--- src/design/ppt_pkg.sv ---
// Shared types and constants for the photogate period timer.
// No dependencies; imported by every module of the block.
package ppt_pkg;

   localparam int LEVEL_W  = 10;
   localparam int TIME_W   = 32;
   localparam int PERIOD_W = TIME_W + 1;
   localparam int REP_W    = 8;
   localparam int CSR_IDX_W  = 2;
   localparam int CSR_DATA_W = 32;

   localparam logic [CSR_IDX_W-1:0] CSR_DARK_THRESHOLD   = 2'd0;
   localparam logic [CSR_IDX_W-1:0] CSR_LOCKOUT_US       = 2'd1;
   localparam logic [CSR_IDX_W-1:0] CSR_TOGGLE_PERIOD_US = 2'd2;
   localparam logic [CSR_IDX_W-1:0] CSR_REPETITIONS      = 2'd3;

   localparam logic [LEVEL_W-1:0] RST_DARK_THRESHOLD   = 10'd512;
   localparam logic [TIME_W-1:0]  RST_LOCKOUT_US       = 32'd100000;
   localparam logic [TIME_W-1:0]  RST_TOGGLE_PERIOD_US = 32'd5000000;
   localparam logic [REP_W-1:0]   RST_REPETITIONS      = 8'd10;

   localparam logic [REP_W-1:0]   PERIOD_COUNT_MAX     = 8'd255;

   typedef struct packed {
      logic [LEVEL_W-1:0] dark_threshold;
      logic [TIME_W-1:0]  lockout_us;
      logic [TIME_W-1:0]  toggle_period_us;
      logic [REP_W-1:0]   repetitions;
   } cfg_type;

   typedef struct packed {
      logic [PERIOD_W-1:0] period_us;
      logic                period_valid;
      logic                magnet_on;
      logic                done_res;
   } result_type;

endpackage

--- src/design/ppt_csr.sv ---
// Configuration registers of the photogate period timer.
// Depends on ppt_pkg for register indexes, reset values and cfg_type.
module ppt_csr import ppt_pkg::*; (
   input  logic                  clock,
   input  logic                  reset,
   input  logic                  csr_wr_en,
   input  logic [CSR_IDX_W-1:0]  csr_index,
   input  logic [CSR_DATA_W-1:0] csr_wdata,
   output cfg_type               cfg
);

   cfg_type cfg_ff;
   cfg_type cfg_in;

   always_comb begin
      cfg_in = cfg_ff;
      if (csr_wr_en) begin
         unique case (csr_index)
            CSR_DARK_THRESHOLD:   cfg_in.dark_threshold   = csr_wdata[LEVEL_W-1:0];
            CSR_LOCKOUT_US:       cfg_in.lockout_us       = csr_wdata[TIME_W-1:0];
            CSR_TOGGLE_PERIOD_US: cfg_in.toggle_period_us = csr_wdata[TIME_W-1:0];
            CSR_REPETITIONS:      cfg_in.repetitions      = csr_wdata[REP_W-1:0];
         endcase
      end
   end

   always_ff @(posedge clock) begin
      if (reset) begin
         cfg_ff.dark_threshold   <= RST_DARK_THRESHOLD;
         cfg_ff.lockout_us       <= RST_LOCKOUT_US;
         cfg_ff.toggle_period_us <= RST_TOGGLE_PERIOD_US;
         cfg_ff.repetitions      <= RST_REPETITIONS;
      end else begin
         cfg_ff <= cfg_in;
      end
   end

   assign cfg = cfg_ff;

endmodule

--- src/design/ppt_step.sv ---
// Per-tick detection, period and magnet logic with its timing state.
// Depends on ppt_pkg for cfg_type and result_type.
module ppt_step import ppt_pkg::*; (
   input  logic               clock,
   input  logic               reset,
   input  cfg_type            cfg,
   input  logic               fire,
   input  logic [LEVEL_W-1:0] light_level,
   output result_type         result
);

   logic [TIME_W-1:0] tick_ff, tick_in;
   logic [TIME_W-1:0] last_accept_ff, last_accept_in;
   logic [TIME_W-1:0] first_edge_ff, first_edge_in;
   logic              edge_phase_ff, edge_phase_in;
   logic [REP_W-1:0]  period_count_ff, period_count_in;
   logic              magnet_ff, magnet_in;
   logic [TIME_W-1:0] last_toggle_ff, last_toggle_in;
   logic              stopped_ff, stopped_in;

   logic [TIME_W-1:0] since_accept;
   logic [TIME_W-1:0] since_toggle;
   logic [TIME_W-1:0] edge_diff;
   logic              detect;

   assign since_accept = tick_ff - last_accept_ff;
   assign since_toggle = tick_ff - last_toggle_ff;
   assign edge_diff    = tick_ff - first_edge_ff;
   assign detect = (light_level < cfg.dark_threshold) && (since_accept > cfg.lockout_us);

   always_comb begin
      tick_in         = tick_ff + TIME_W'(1);
      last_accept_in  = last_accept_ff;
      first_edge_in   = first_edge_ff;
      edge_phase_in   = edge_phase_ff;
      period_count_in = period_count_ff;
      magnet_in       = magnet_ff;
      last_toggle_in  = last_toggle_ff;
      stopped_in      = stopped_ff;
      result          = '0;

      if (!stopped_ff) begin
         if (detect) begin
            last_accept_in = tick_ff;
            if (!edge_phase_ff) begin
               first_edge_in = tick_ff;
               edge_phase_in = 1'b1;
            end else begin
               result.period_us    = {edge_diff, 1'b0};
               result.period_valid = 1'b1;
               edge_phase_in       = 1'b0;
               if (period_count_ff != PERIOD_COUNT_MAX) begin
                  period_count_in = period_count_ff + REP_W'(1);
               end
            end
         end
         if (since_toggle > cfg.toggle_period_us) begin
            last_toggle_in = tick_ff;
            magnet_in      = !magnet_ff;
         end
         // stop test sees the count after this tick's measurement
         if (period_count_in >= cfg.repetitions) begin
            magnet_in  = 1'b0;
            stopped_in = 1'b1;
         end
      end

      result.magnet_on = stopped_in ? 1'b0 : magnet_in;
      result.done_res  = stopped_in;
   end

   always_ff @(posedge clock) begin
      if (reset) begin
         tick_ff         <= '0;
         last_accept_ff  <= '0;
         first_edge_ff   <= '0;
         edge_phase_ff   <= 1'b0;
         period_count_ff <= '0;
         magnet_ff       <= 1'b0;
         last_toggle_ff  <= '0;
         stopped_ff      <= 1'b0;
      end else if (fire) begin
         tick_ff         <= tick_in;
         last_accept_ff  <= last_accept_in;
         first_edge_ff   <= first_edge_in;
         edge_phase_ff   <= edge_phase_in;
         period_count_ff <= period_count_in;
         magnet_ff       <= magnet_in;
         last_toggle_ff  <= last_toggle_in;
         stopped_ff      <= stopped_in;
      end
   end

endmodule

--- src/design/ppt_out_reg.sv ---
// Result register of the photogate period timer, one entry with valid/ready.
// Depends on ppt_pkg for result_type.
module ppt_out_reg import ppt_pkg::*; (
   input  logic       clock,
   input  logic       reset,
   input  logic       load,
   input  result_type load_data,
   output logic       can_load,
   output logic       rsp_valid,
   input  logic       rsp_ready,
   output result_type rsp_data
);

   logic       valid_ff, valid_in;
   result_type data_ff, data_in;

   // take a new result when empty or when the held one transfers now
   assign can_load = !valid_ff || rsp_ready;

   always_comb begin
      valid_in = valid_ff;
      data_in  = data_ff;
      if (load) begin
         valid_in = 1'b1;
         data_in  = load_data;
      end else if (rsp_ready) begin
         valid_in = 1'b0;
      end
   end

   always_ff @(posedge clock) begin
      if (reset) begin
         valid_ff <= 1'b0;
      end else begin
         valid_ff <= valid_in;
      end
   end

   always_ff @(posedge clock) begin
      data_ff <= data_in;
   end

   assign rsp_valid = valid_ff;
   assign rsp_data  = data_ff;

endmodule

--- src/design/photogate_period_timer_top.sv ---
// Photogate period timer: light samples in, one result per sample out.
// Path: a sample passes the input register, then the result register, and
// rsp_valid rises once it is held there; a held result not taken stalls it;
// throughput: one sample per cycle while results are taken, set by the
// single-pass step logic between the two registers.
// Reset (synchronous): clears timing state, empties both registers and
// loads the default configuration.
module photogate_period_timer_top import ppt_pkg::*; (
   input  logic                  clock,
   input  logic                  reset,
   input  logic                  req_valid,
   output logic                  req_ready,
   input  logic [LEVEL_W-1:0]    req_light_level,
   output logic                  rsp_valid,
   input  logic                  rsp_ready,
   output logic [PERIOD_W-1:0]   rsp_period_us,
   output logic                  rsp_period_valid,
   output logic                  rsp_magnet_on,
   output logic                  rsp_done_res,
   input  logic                  csr_wr_en,
   input  logic [CSR_IDX_W-1:0]  csr_index,
   input  logic [CSR_DATA_W-1:0] csr_wdata
);

   cfg_type    cfg;
   result_type step_result;
   result_type rsp_data;

   logic               in_valid_ff, in_valid_in;
   logic [LEVEL_W-1:0] in_level_ff, in_level_in;
   logic               can_load;
   logic               fire;

   assign fire      = in_valid_ff && can_load;
   assign req_ready = !in_valid_ff || can_load;

   always_comb begin
      in_valid_in = in_valid_ff;
      in_level_in = in_level_ff;
      if (req_valid && req_ready) begin
         in_valid_in = 1'b1;
         in_level_in = req_light_level;
      end else if (fire) begin
         in_valid_in = 1'b0;
      end
   end

   always_ff @(posedge clock) begin
      if (reset) begin
         in_valid_ff <= 1'b0;
      end else begin
         in_valid_ff <= in_valid_in;
      end
   end

   always_ff @(posedge clock) begin
      in_level_ff <= in_level_in;
   end

   ppt_csr u_csr (
      .clock     (clock),
      .reset     (reset),
      .csr_wr_en (csr_wr_en),
      .csr_index (csr_index),
      .csr_wdata (csr_wdata),
      .cfg       (cfg)
   );

   ppt_step u_step (
      .clock       (clock),
      .reset       (reset),
      .cfg         (cfg),
      .fire        (fire),
      .light_level (in_level_ff),
      .result      (step_result)
   );

   ppt_out_reg u_out (
      .clock     (clock),
      .reset     (reset),
      .load      (fire),
      .load_data (step_result),
      .can_load  (can_load),
      .rsp_valid (rsp_valid),
      .rsp_ready (rsp_ready),
      .rsp_data  (rsp_data)
   );

   assign rsp_period_us    = rsp_data.period_us;
   assign rsp_period_valid = rsp_data.period_valid;
   assign rsp_magnet_on    = rsp_data.magnet_on;
   assign rsp_done_res     = rsp_data.done_res;

endmodule
--- config.mk ---
export PLATFORM = sky130hd
export DESIGN_NAME = photogate_period_timer_top
export DESIGN_NICKNAME = d
export VERILOG_FILES = /design/src/design/ppt_pkg.sv /design/src/design/ppt_csr.sv /design/src/design/ppt_step.sv /design/src/design/ppt_out_reg.sv /design/src/design/photogate_period_timer_top.sv
export SDC_FILE = /design/constraint.sdc
export NUM_CORES = 1
export LEC_CHECK = 0
export BUFFER_PORTS_ARGS = -buffer_cell sky130_fd_sc_hd__buf_4
export CAP_MARGIN = 20
export CORE_UTILIZATION = 37
export CTS_BUF_LIST = sky130_fd_sc_hd__clkbuf_4
export DETAILED_ROUTE_END_ITERATION = 8
export PLACE_DENSITY = 0.51
export RECOVER_POWER = 50
export SKIP_LAST_GASP = 1
export SYNTH_ARGS = -nofsm -noshare
export SYNTH_HDL_FRONTEND = slang
export SYNTH_SLANG_ARGS = --single-unit
--- constraint.sdc ---
create_clock -name clock -period 8.4 [get_ports clock]
set_input_delay 1.68 -clock clock [delete_from_list [all_inputs] [get_ports clock]]
set_output_delay 1.68 -clock clock [all_outputs]
set_load 0.05 [all_outputs]
==> reports/summary.txt <==
outcome = finished, violations left
violated checks = capacitance limit, slew limit
Final nets = 2353
I/O pin count = 87
routed via count = 13800
Crit-path slowest cell = dfxtp_1
die area = 0.0453 mm^2
H-tree levels = 3
CTS clk-pin slew, worst paths = 60 ps
Remaining DRCs = 0
first-pass GRT wire length = 68300 um
Resize count post-CTS = 0
Total Routed Length = 42000 um
critical path buffer and inverter count = 1
Yosys cell types = 72
Clock Sinks = 268
Synth Register Bits = 268
post-synthesis mux area share = 0.0220
Clk Latency, worst-skew pair = 780 ps
Period minus WS final = 7090 ps
DR pass1 iterations = 5
power per cell area = 157 mW/mm^2
period utilization = 0.844
initial antenna violation count = 1
Yosys top cell by area = dfxtp_1
setup TNS = 0 ps
post-synthesis simple-gate area fraction = 0.180
Die Width = 213 um
Synth warnings = 0
top-count cell post-synth = nand2_1
CP required = 9100 ps
final hold vios = 0
top_reg_cell synth = dfxtp_1
Cells after Synth = 2019
top post-synthesis cells by count = 252 x nand2_1, 241 x a21oi_1, 223 x dfxtp_1
most used cell, CP = a21oi_1
kind of critical path = flop to flop
number of flops mapped to enable cells by yosys = 45
final setup fails = 0
worst path arrival time = 7790 ps
port bufs = 85
Mapped Nets = 2247
Fmax = 141 MHz
Leakage = 8.04 nW
maxcap violations = 2
Seq/Total Area, Yosys = 0.353
site row count = 76
largest family of logic cells by synthesized area = compound AO/OA/AOI/OAI gates
Max Buffers Root-to-Sink = 3
RSZ-0062 raised after global routing = false
GRT Total Usage = 0.190
slew at the pin with the worst max-slew slack = 5820 ps
share of cells above drive strength 1 = 0.105
total CTS buffers = 79
clk_skew = 62.6 ps
largest net degree at the start of global routing = 133
RD Place Congestion = 0.857
DR iter-0 viols = 725
Crit path max-delay family = compound AO/OA/AOI/OAI gates
fraction of registers with async set/reset = 0
XOR/XNOR Fraction of Synth Area = 0.0601
Compound-Gate Fraction of Synth Area = 0.184
crit path launch type = flop
Antenna Nets Post-Route = 0
clk root buf = clkbuf_4
Routed wire per std cell = 15.2 um
Fillers = 4560
Post-Synth Adder-Cell Area = 0.137
synth-to-layout area growth = 13.1%
Post-CTS Setup Bufs = 0
Die H = 213 um
FF+latch area = 0.00582 mm^2
max incr delay on CP = 610 ps
vias in the first global route = 13200
Synth top area share = 0.271
Crit Path Max Fanout = 11
Syn Std Cell Area = 0.0165 mm^2
vias per std cell = 4.99
crit end category = flop
Final Max Tran Viols = 169
main area contributors after synthesis = dfxtp_1 27%, ha_1 13%, edfxtp_1 8.2%, a21oi_1 7.3%, nand2_1 5.7%
dpl hpwl = 30700 um
syn_area_per_cell = 8.15 um^2
Slew HR = -2.88
hold_ws = 451 ps
CTS tree = built
hold_buf cts = 0
IR drop worst, VDD = 0.108 mV
Hold Path Class = flop to flop
starting density of the core = 0.379
GRT overflow = 0
multi-input logic area = 0.00964 mm^2
CORE AREA = 0.0435 mm^2
area by class of cell:
cell class	instances	share of cell area
Clock buffer	118	0.0476
Inverter	196	0.0395
Multi-Input combinational cell	1478	0.518
Tap cell	585	0.0393
Clock inverter	22	0.00800
Timing Repair Buffer	102	0.0351
Antenna cell	1	0.000134
Sequential cell	268	0.312
state kept, by name (all words and copies together), names as in the netlist:
name and flops:
in_level_ff 10, in_valid_ff 1, u_csr.cfg 82, u_out.rsp_data 35, u_out.rsp_valid 1, u_step.edge_phase_ff 1, u_step.first_edge_ff 32, u_step.last_accept_ff 32
u_step.last_toggle_ff 32, u_step.magnet_ff 1, u_step.period_count_ff 8, u_step.stopped_ff 1, u_step.tick_ff 32
cell families after synthesis:
| logic type | Yosys count |
|---|---|
| adders and majority gates | 179 |
| other | 1 |
| AOI/OAI and AO/OA | 486 |
| and+or+nand+nor | 663 |
| DFF | 268 |
| xor gates and xnor gates | 113 |
| muxes | 36 |
| buffers and inverters | 273 |
per-layer routing:
metal / wire length (um) / vias to the layer above / GRT usage
met5: 0 / - / 0
met4: 658 / 0 / 0.0593
met3: 1970 / 56 / 0.0365
met2: 18100 / 267 / 0.291
met1: 21200 / 6318 / 0.267
li1: - / 7175 / -
path summary, 6_finish.rpt:
kind / start / end / slack, ps / cells after the start
hold reg to reg: u_csr.cfg[39]$_SDFFE_PP0P_ / u_csr.cfg[39]$_SDFFE_PP0P_ / 450 / 2
hold / removal: u_csr.cfg[39]$_SDFFE_PP0P_ / u_csr.cfg[39]$_SDFFE_PP0P_ / 450 / 2
setup reg to reg: u_step.tick_ff[1]$_SDFFE_PP0P_ / u_step.magnet_ff$_SDFFE_PP0P_ / 1310 / 29
setup / recovery: u_step.tick_ff[1]$_SDFFE_PP0P_ / u_step.magnet_ff$_SDFFE_PP0P_ / 1310 / 29
through the flow:
stage	power, mW	cell area [um^2]	instances	setup WS, ps	util
5_1_grt	3.10	18600	2770	742	0.428
6_report	2.93	18600	2770	1310	0.428
3_5_place_dp	1.68	17700	2628	1290	0.407
2_1_floorplan	1.57	16500	2019	2250	-
3_3_place_gp	1.67	17700	2628	1470	0.407
4_1_cts	2.99	18700	2768	1310	0.431
report_power, final:
group / internal (mW) / total (mW) / leakage, nW / switching, mW
registers: 1.33 / 1.35 / 2.24 / 0.0128
logic: 0.102 / 0.300 / 5.19 / 0.198
clock network: 0.702 / 1.28 / 0.616 / 0.578
layout by cell type (no fill, tap or decap), drive strengths merged, types with 6 or more instances in the layout:
cell	instances
nand2	252
a21oi	242
dfxtp	223
nor2	213
inv	197
ha	176
clkbuf	160
a21o	68
xnor2	64
buf	60
o21ai	58
xor2	49
edfxtp	45
mux2i	34
nor3	33
nand3	31
nand4	28
o21a	26
nor2b	20
and3	18
clkinv	18
a211oi	15
nand2b	14
a211o	12
nand3b	11
o21bai	10
or3	10
a31oi	9
or2	8
and4	8
nor4	6
worst reg2reg max path, delay by kind of cell (launching register included):
family	cells	cell delay (ps)
AOI/OAI and AO/OA	14	3130
xor gates and xnor gates	2	310
adders and majority gates	3	860
buffers and inverters	1	100
DFF	1	610
and+or+nand+nor	9	2040
Note: power is estimated with default switching activity, not from simulation.
